<file path="config.mk">
export PLATFORM = sky130hd
export DESIGN_NAME = escape_decode_utf8_emit
export DESIGN_NICKNAME = d
export VERILOG_FILES = /design/src/rtl/core/edu8_pkg.sv /design/src/rtl/core/edu8_queue.sv /design/src/rtl/core/edu8_front.sv /design/src/rtl/core/edu8_back.sv /design/src/rtl/core/escape_decode_utf8_emit.sv
export SDC_FILE = /design/constraint.sdc
export NUM_CORES = 1
export LEC_CHECK = 0
export BUFFER_PORTS_ARGS = -buffer_cell sky130_fd_sc_hd__buf_2
export CAP_MARGIN = 30
export CORE_ASPECT_RATIO = 1.75
export CORE_MARGIN = 2
export CORE_UTILIZATION = 50
export CTS_CLUSTER_DIAMETER = 150
export CTS_CLUSTER_SIZE = 40
export DETAILED_ROUTE_END_ITERATION = 10
export GPL_TIMING_DRIVEN = 0
export PLACE_DENSITY = 0.67
export RECOVER_POWER = 50
export SLEW_MARGIN = 20
export SYNTH_ARGS = -nofsm -noshare
export SYNTH_HDL_FRONTEND = slang
export SYNTH_SLANG_ARGS = --single-unit
</file>
<file path="constraint.sdc">
create_clock -name clk -period 5.35 [get_ports clk]
set_input_delay 0.535 -clock clk [delete_from_list [all_inputs] [get_ports clk]]
set_output_delay 0.535 -clock clk [all_outputs]
set_load 0.01 [all_outputs]
</file>
<file path="src/rtl/core/edu8_pkg.sv">
// Shared types and constants for the escape decoder with UTF-8 output.
// No dependencies; used by the front, queue, back and top level.
`timescale 1ns / 1ps

package edu8_pkg;

    localparam int QDEPTH = 4;
    localparam int QPTR_W = $clog2(QDEPTH);
    localparam int QCNT_W = $clog2(QDEPTH + 1);
    localparam int CP_W   = 21;

    localparam logic [7:0] BYTE_TAB   = 8'h09;
    localparam logic [7:0] BYTE_LF    = 8'h0A;
    localparam logic [7:0] BYTE_CR    = 8'h0D;
    localparam logic [7:0] BYTE_SPACE = 8'h20;
    localparam logic [7:0] BYTE_DEL   = 8'h7F;
    localparam logic [7:0] BYTE_BSL   = 8'h5C;
    localparam logic [7:0] BYTE_SEMI  = 8'h3B;
    localparam logic [7:0] BYTE_LC_X  = 8'h78;
    localparam logic [7:0] BYTE_LC_R  = 8'h72;
    localparam logic [7:0] BYTE_LC_N  = 8'h6E;
    localparam logic [7:0] BYTE_LC_T  = 8'h74;

    localparam logic [CP_W-1:0] CP_MAX = 21'h10FFFF;

    localparam logic [7:0] LEAD_2     = 8'hC0;
    localparam logic [7:0] LEAD_3     = 8'hE0;
    localparam logic [7:0] LEAD_4     = 8'hF0;
    localparam logic [7:0] CONT_MARK  = 8'h80;

    // One decoded unit of work: a single byte, or a code point to be
    // written as cont + 1 UTF-8 bytes.
    typedef struct packed {
        logic [CP_W-1:0] cp;
        logic [1:0]      cont;
        logic            esc;
        logic            hx;
        logic            bad;
    } cmd_t;

    typedef struct packed {
        logic full;
        logic avail;
    } q_stat_t;

endpackage

</file>
<file path="src/rtl/core/edu8_queue.sv">
// Short command queue between the classifying front and the byte writer.
// Depends on edu8_pkg for the command type and depth.
`timescale 1ns / 1ps

module edu8_queue (
    input  logic            clk,
    input  logic            rst_n,
    input  logic            push,
    input  edu8_pkg::cmd_t  push_cmd,
    input  logic            pop,
    output edu8_pkg::q_stat_t stat,
    output edu8_pkg::cmd_t  head
);
    import edu8_pkg::*;

    cmd_t              mem [QDEPTH];
    logic [QPTR_W-1:0] wr_ptr_reg, wr_ptr_next;
    logic [QPTR_W-1:0] rd_ptr_reg, rd_ptr_next;
    logic [QCNT_W-1:0] count_reg, count_next;

    always_comb
    begin
        wr_ptr_next = push ? wr_ptr_reg + 1'b1 : wr_ptr_reg;
        rd_ptr_next = pop ? rd_ptr_reg + 1'b1 : rd_ptr_reg;
        count_next  = count_reg + QCNT_W'(push) - QCNT_W'(pop);
    end

    always_ff @(posedge clk or negedge rst_n)
    begin
        if (!rst_n)
        begin
            wr_ptr_reg <= '0;
            rd_ptr_reg <= '0;
            count_reg  <= '0;
        end
        else
        begin
            wr_ptr_reg <= wr_ptr_next;
            rd_ptr_reg <= rd_ptr_next;
            count_reg  <= count_next;
        end
    end

    always_ff @(posedge clk)
    begin
        if (push)
        begin
            mem[wr_ptr_reg] <= push_cmd;
        end
    end

    assign head       = mem[rd_ptr_reg];
    assign stat.full  = (count_reg == QCNT_W'(QDEPTH));
    assign stat.avail = (count_reg != '0);

endmodule

</file>
<file path="src/rtl/core/edu8_front.sv">
// Front end: accepts text bytes, tracks escape and hex state, and turns
// each byte that produces output into one queue command. Uses edu8_pkg.
`timescale 1ns / 1ps

module edu8_front #(
    parameter int HEX_ACC_BITS = 28
) (
    input  logic              clk,
    input  logic              rst_n,
    input  logic              src_valid,
    output logic              src_stall,
    input  logic [7:0]        in_byte,
    input  logic              text_end,
    input  edu8_pkg::q_stat_t qstat,
    output logic              push,
    output edu8_pkg::cmd_t    push_cmd
);
    import edu8_pkg::*;

    typedef enum logic [1:0] {
        MODE_PLAIN,
        MODE_ESC,
        MODE_HEX
    } mode_t;

    mode_t                   mode_reg, mode_next;
    logic [HEX_ACC_BITS-1:0] hex_reg, hex_next;
    logic                    accept;
    logic                    digit_ok;
    logic [3:0]              digit;
    logic [CP_W-1:0]         cp;
    logic                    over_range;
    logic [1:0]              cont;
    logic [7:0]              esc_byte;

    assign src_stall  = qstat.full;
    assign accept     = src_valid & ~qstat.full;
    assign cp         = hex_reg[CP_W-1:0];
    assign over_range = (hex_reg > HEX_ACC_BITS'(CP_MAX));

    always_comb
    begin
        digit_ok = 1'b1;
        digit    = '0;
        if (in_byte >= 8'h30 && in_byte <= 8'h39)
        begin
            digit = in_byte[3:0];
        end
        else if (in_byte >= 8'h61 && in_byte <= 8'h66)
        begin
            digit = 4'(in_byte - 8'h57);
        end
        else if (in_byte >= 8'h41 && in_byte <= 8'h46)
        begin
            digit = 4'(in_byte - 8'h37);
        end
        else
        begin
            digit_ok = 1'b0;
        end
    end

    // Number of continuation bytes the code point will need.
    always_comb
    begin
        if (cp[CP_W-1:7] == '0)
        begin
            cont = 2'd0;
        end
        else if (cp[CP_W-1:11] == '0)
        begin
            cont = 2'd1;
        end
        else if (cp[CP_W-1:16] == '0)
        begin
            cont = 2'd2;
        end
        else
        begin
            cont = 2'd3;
        end
    end

    always_comb
    begin
        if (in_byte == BYTE_LC_R)
        begin
            esc_byte = BYTE_CR;
        end
        else if (in_byte == BYTE_LC_N)
        begin
            esc_byte = BYTE_LF;
        end
        else if (in_byte == BYTE_LC_T)
        begin
            esc_byte = BYTE_TAB;
        end
        else
        begin
            esc_byte = in_byte;
        end
    end

    always_comb
    begin
        mode_next = mode_reg;
        hex_next  = hex_reg;
        push      = 1'b0;
        push_cmd  = '0;
        if (accept)
        begin
            // Carriage return is dropped in every mode, even inside a hex escape.
            if (in_byte != BYTE_CR)
            begin
                unique case (mode_reg)
                    MODE_ESC:
                    begin
                        if (in_byte == BYTE_LC_X)
                        begin
                            mode_next = MODE_HEX;
                            hex_next  = '0;
                        end
                        else
                        begin
                            mode_next    = MODE_PLAIN;
                            push         = 1'b1;
                            push_cmd.cp  = CP_W'(esc_byte);
                            push_cmd.esc = 1'b1;
                        end
                    end
                    MODE_HEX:
                    begin
                        if (digit_ok)
                        begin
                            hex_next = {hex_reg[HEX_ACC_BITS-5:0], digit};
                        end
                        else
                        begin
                            mode_next     = MODE_PLAIN;
                            hex_next      = '0;
                            push          = 1'b1;
                            push_cmd.cp   = cp;
                            push_cmd.cont = cont;
                            push_cmd.esc  = 1'b1;
                            push_cmd.hx   = 1'b1;
                            push_cmd.bad  = over_range | (in_byte != BYTE_SEMI);
                        end
                    end
                    default:
                    begin
                        if (in_byte == BYTE_BSL)
                        begin
                            mode_next = MODE_ESC;
                        end
                        else
                        begin
                            mode_next    = MODE_PLAIN;
                            push         = 1'b1;
                            push_cmd.cp  = CP_W'(in_byte);
                            push_cmd.bad = (in_byte != BYTE_LF) && (in_byte != BYTE_TAB)
                                && ((in_byte < BYTE_SPACE) || (in_byte == BYTE_DEL));
                        end
                    end
                endcase
            end
            // An escape still open at the end of a text is discarded.
            if (text_end)
            begin
                mode_next = MODE_PLAIN;
                hex_next  = '0;
            end
        end
    end

    always_ff @(posedge clk or negedge rst_n)
    begin
        if (!rst_n)
        begin
            mode_reg <= MODE_PLAIN;
            hex_reg  <= '0;
        end
        else
        begin
            mode_reg <= mode_next;
            hex_reg  <= hex_next;
        end
    end

endmodule

</file>
<file path="src/rtl/core/edu8_back.sv">
// Back end: takes commands from the queue and writes them out one byte a
// cycle while not stalled, splitting code points into UTF-8 sequences. Uses edu8_pkg.
`timescale 1ns / 1ps

module edu8_back (
    input  logic              clk,
    input  logic              rst_n,
    input  edu8_pkg::q_stat_t qstat,
    input  edu8_pkg::cmd_t    head,
    output logic              pop,
    output logic              dst_valid,
    input  logic              dst_stall,
    output logic [7:0]        out_byte,
    output logic              last_of_run,
    output logic              was_escaped,
    output logic              from_hex,
    output logic              bad_input
);
    import edu8_pkg::*;

    logic [1:0] idx_reg, idx_next;
    logic       valid_reg, valid_next;
    logic [7:0] byte_reg;
    logic       last_reg, esc_reg, hx_reg, bad_reg;
    logic       slot_free;
    logic       fire;
    logic       last;
    logic [1:0] rem;
    logic [5:0] grp;
    logic [7:0] byte_val;

    assign slot_free = ~valid_reg | ~dst_stall;
    assign fire      = qstat.avail & slot_free;
    assign last      = (idx_reg == head.cont);
    assign pop       = fire & last;
    assign rem       = head.cont - idx_reg;

    always_comb
    begin
        unique case (rem)
            2'd0:    grp = head.cp[5:0];
            2'd1:    grp = head.cp[11:6];
            2'd2:    grp = head.cp[17:12];
            default: grp = {3'b000, head.cp[20:18]};
        endcase
    end

    // The first byte carries the length prefix; a single byte is sent as is.
    always_comb
    begin
        if (idx_reg == 2'd0)
        begin
            unique case (head.cont)
                2'd0:    byte_val = head.cp[7:0];
                2'd1:    byte_val = LEAD_2 | {3'b000, grp[4:0]};
                2'd2:    byte_val = LEAD_3 | {4'b0000, grp[3:0]};
                default: byte_val = LEAD_4 | {5'b00000, grp[2:0]};
            endcase
        end
        else
        begin
            byte_val = CONT_MARK | {2'b00, grp};
        end
    end

    always_comb
    begin
        idx_next   = idx_reg;
        valid_next = valid_reg & dst_stall;
        if (fire)
        begin
            idx_next   = last ? 2'd0 : idx_reg + 2'd1;
            valid_next = 1'b1;
        end
    end

    always_ff @(posedge clk or negedge rst_n)
    begin
        if (!rst_n)
        begin
            idx_reg   <= '0;
            valid_reg <= 1'b0;
        end
        else
        begin
            idx_reg   <= idx_next;
            valid_reg <= valid_next;
        end
    end

    always_ff @(posedge clk)
    begin
        if (fire)
        begin
            byte_reg <= byte_val;
            last_reg <= last;
            esc_reg  <= head.esc;
            hx_reg   <= head.hx;
            bad_reg  <= head.bad;
        end
    end

    assign dst_valid   = valid_reg;
    assign out_byte    = byte_reg;
    assign last_of_run = last_reg;
    assign was_escaped = esc_reg;
    assign from_hex    = hx_reg;
    assign bad_input   = bad_reg;

endmodule

</file>
<file path="src/rtl/core/escape_decode_utf8_emit.sv">
// Backslash escape decoder with UTF-8 output. One text byte is taken per cycle
// while the four-entry command queue has room; a result passes through the queue and then
// the output register, and bytes leave at one per cycle while dst_stall is low, a hex
// escape giving one to four UTF-8 bytes. Reset (rst_n, asynchronous) returns
// to plain mode, clears the hex accumulator, empties the queue and drops valid.
`timescale 1ns / 1ps

module escape_decode_utf8_emit #(
    parameter int HEX_ACC_BITS = 28
) (
    input  logic       clk,
    input  logic       rst_n,
    input  logic       src_valid,
    output logic       src_stall,
    input  logic [7:0] in_byte,
    input  logic       text_end,
    output logic       dst_valid,
    input  logic       dst_stall,
    output logic [7:0] out_byte,
    output logic       last_of_run,
    output logic       was_escaped,
    output logic       from_hex,
    output logic       bad_input
);
    import edu8_pkg::*;

    q_stat_t qstat;
    cmd_t    push_cmd;
    cmd_t    head;
    logic    push;
    logic    pop;

    edu8_front #(
        .HEX_ACC_BITS (HEX_ACC_BITS)
    ) u_front (
        .clk       (clk),
        .rst_n     (rst_n),
        .src_valid (src_valid),
        .src_stall (src_stall),
        .in_byte   (in_byte),
        .text_end  (text_end),
        .qstat     (qstat),
        .push      (push),
        .push_cmd  (push_cmd)
    );

    edu8_queue u_queue (
        .clk      (clk),
        .rst_n    (rst_n),
        .push     (push),
        .push_cmd (push_cmd),
        .pop      (pop),
        .stat     (qstat),
        .head     (head)
    );

    edu8_back u_back (
        .clk         (clk),
        .rst_n       (rst_n),
        .qstat       (qstat),
        .head        (head),
        .pop         (pop),
        .dst_valid   (dst_valid),
        .dst_stall   (dst_stall),
        .out_byte    (out_byte),
        .last_of_run (last_of_run),
        .was_escaped (was_escaped),
        .from_hex    (from_hex),
        .bad_input   (bad_input)
    );

endmodule

</file>
==> impl_metrics.json <==
{
  "synth_top_area_share_pct": 48.75,
  "cts_tree": "done",
  "ys_seq_area_share_pct": 62.76,
  "drt-initial-drc-count": 349,
  "cap_violations": 2,
  "nets": 567,
  "power_mw": 4.117,
  "min_period_over_period_pct": 80.84,
  "path_clk_slew_ns": 0.06,
  "postSynth.asyncResetShare_pct": 25.64,
  "wl_um": 14890,
  "required_ns": 5.70,
  "post_cts_buffers": 0,
  "synth_edf_count": 116,
  "grt_pass1_vias": 4423,
  "core-area_um2": 13910,
  "start_kind": "input pin",
  "synth_largest_area_cell": "edfxtp_1",
  "critical_path_class": "in2reg",
  "worst_slew_pin_slew_ns": 2.112,
  "seqPwrFrac_pct": 40.3,
  "rsz0062_at_grt": "false",
  "place_inst": 692,
  "vdd_drop_max_mv": 0.2471,
  "relSlewSlack_pct": -44.42,
  "cts_buffers": 17,
  "violations": "capacitance limit, slew limit",
  "die_w_um": 94.37,
  "hp-class": "in2async",
  "dp_hpwl_um": 10770,
  "power.leakage_nw": 3.014,
  "ctsResizeCount": 0,
  "synthCells": 490,
  "syn_area_um2": 7146,
  "worst-path-max-fanout": 10,
  "hold_violations": 0,
  "intPower_mw": 2.806,
  "tns_ns": 0,
  "cts_num_sinks": 156,
  "rows": 57,
  "synth_flop_cell": "edfxtp_1",
  "grt_overflow_total": 0,
  "dr.pass1.iters": 5,
  "initial_utilization_pct": 51.38,
  "ys_ff_latch": 156,
  "n_antenna_cell": 0,
  "endpoint_kind": "flop",
  "final_common_cell": "edfxtp_1",
  "area_growth_pct": 11.57,
  "io_buffers": 25,
  "synth.distinct_cells": 64,
  "grt_usage_pct": 21.30,
  "layout_min_cycle_time_ns": 4.325,
  "drc": 0,
  "finalSetupViolCount": 0,
  "timing.fmax_mhz": 231.2,
  "drt.antenna.violating_nets": 0,
  "switching_share_pct": 31.84,
  "synth_area_leaders": "edfxtp_1 49%, dfrtp_1 14%, mux4_2 8.2%",
  "final_max_slew_viol_count": 35,
  "syn_avg_cell_area_um2": 14.58,
  "ctsRootBufferMaster": "clkbuf_16",
  "grt_first_pass_wirelength_um": 24000,
  "power_switching_mw": 1.311,
  "power.density_nw_per_um2": 516.4,
  "wl_per_cell_um": 20.54,
  "largest_reg_flops": 104,
  "viasPerCell": 5.968,
  "layout_common_cells": "116 x edfxtp_1, 50 x nand2_1, 40 x dfrtp_1, 29 x clkbuf_1, 26 x mux4_2",
  "skew_ns": 0.01173,
  "clock_latency_ns": 0.42,
  "die-area_um2": 15300,
  "vias": 4327,
  "pwr-share-comb_pct": 32.0,
  "grt_start_max_net_pins": 41,
  "die_y_um": 162.1,
  "hold_buffers": 0,
  "io_pins": 27,
  "clock_path_buffers": 2,
  "htree_levels": 4,
  "drive_above_1_share_pct": 16.97,
  "outcome": "finished with violations",
  "cp.arrival_ns": 4.67,
  "instances_no_fill": 725,
  "ys_warn_count": 0,
  "gp_congestion": 0.9383,
  "antenna_found_initial": 0,
  "mappedNetlistNets": 522,
  "pwr-share-clk_pct": 27.7
}
[routing by layer]
layer | routed length, um | up-vias | global-route usage [%]
li1 | - | 1985 | -
met1 | 5537 | 2172 | 23.44
met2 | 8197 | 137 | 38.57
met3 | 464 | 33 | 4.174
met4 | 692 | 0 | 10.28
met5 | 0 | - | 0
[power groups by stage]
stage               combinational, mW  sequential [mW]  clock (mW)
floorplan                       0.975             1.70           0
global placement                 1.33             1.68           0
detailed placement               1.36             1.69           0
CTS                              1.37             1.66        1.16
global route                     1.46             1.68        1.21
finish                           1.32             1.66        1.14
[metrics by stage]
step	hold WS, ns	area, um^2	util [%]	setup WS, ns
6_report	0.1370	7973	57.33	1.025
5_1_grt	0.1807	7973	57.33	0.7266
4_1_cts	0.3009	8068	58.01	1.221
3_5_place_dp	0.4686	7501	53.94	1.240
3_3_place_gp	0.4656	7492	53.87	1.390
2_1_floorplan	0.2394	7146	-	2.083
[worst max-delay path, cell delays in order]
cell	delay [ns]
clkbuf_1	0.18
inv_1	0.13
ha_1	0.35
o21bai_2	0.12
a2111oi_0	1.73
o211a_4	0.45
nor3b_1	0.57
clkbuf_1	0.41
a22o_1	0.20
[Yosys cell counts (4+ instances only)]
cell / number
clkbuf_1: 9
a31oi_1: 4
and3_1: 15
a21oi_1: 14
a211oi_1: 7
nand2_1: 50
ha_1: 18
nor2_1: 10
xnor2_1: 10
nand2b_1: 5
nor2b_1: 6
o21ai_0: 21
a22o_1: 20
nand3_1: 8
or4_1: 6
mux4_2: 26
inv_1: 20
mux2i_1: 6
nor4_1: 4
dfrtp_1: 40
and2_1: 5
edfxtp_1: 116
buf_2: 11
[cell type report]
type	count	area, um^2
plain buffers	25	122.6
clock buffers	18	429.2
clock inverters	14	137.6
fillers	1117	5934
inverters	20	75.07
multi-input cells	289	2394
flip-flops and latches	156	4484
well taps	177	221.5
repair buffers	26	108.9
[cell families (layout without fill, tap and decap cells)]
logic type | after synthesis | after routing | synth area share, %
buffers and inverters | 45 | 103 | 2.977
adders and majority gates | 19 | 19 | 3.432
DFF | 156 | 156 | 62.76
and+or+nand+nor | 130 | 130 | 9.841
muxes | 36 | 36 | 9.666
AOI/OAI and AO/OA | 92 | 92 | 9.859
xor gates and xnor gates | 12 | 12 | 1.471
[path summary, 6_finish.rpt]
check                                 startpoint                    to  slack [ns]  cells past startpoint
max in group asynchronous                  rst_n  u_queue.count_reg[2]        3.22                      2
min                                        rst_n   u_front.hex_reg[21]        0.14                      1
min reg2reg                  u_front.hex_reg[24]   u_front.hex_reg[24]        0.49                      2
max                                   in_byte[0]   u_front.hex_reg[12]        1.02                      9
min in group clk                       dst_stall      u_back.dst_valid        0.34                      3
max reg2reg                u_queue.rd_ptr_reg[1]  u_queue.count_reg[2]        1.31                     13
No activity file was read; power rests on OpenSTA's default activity.
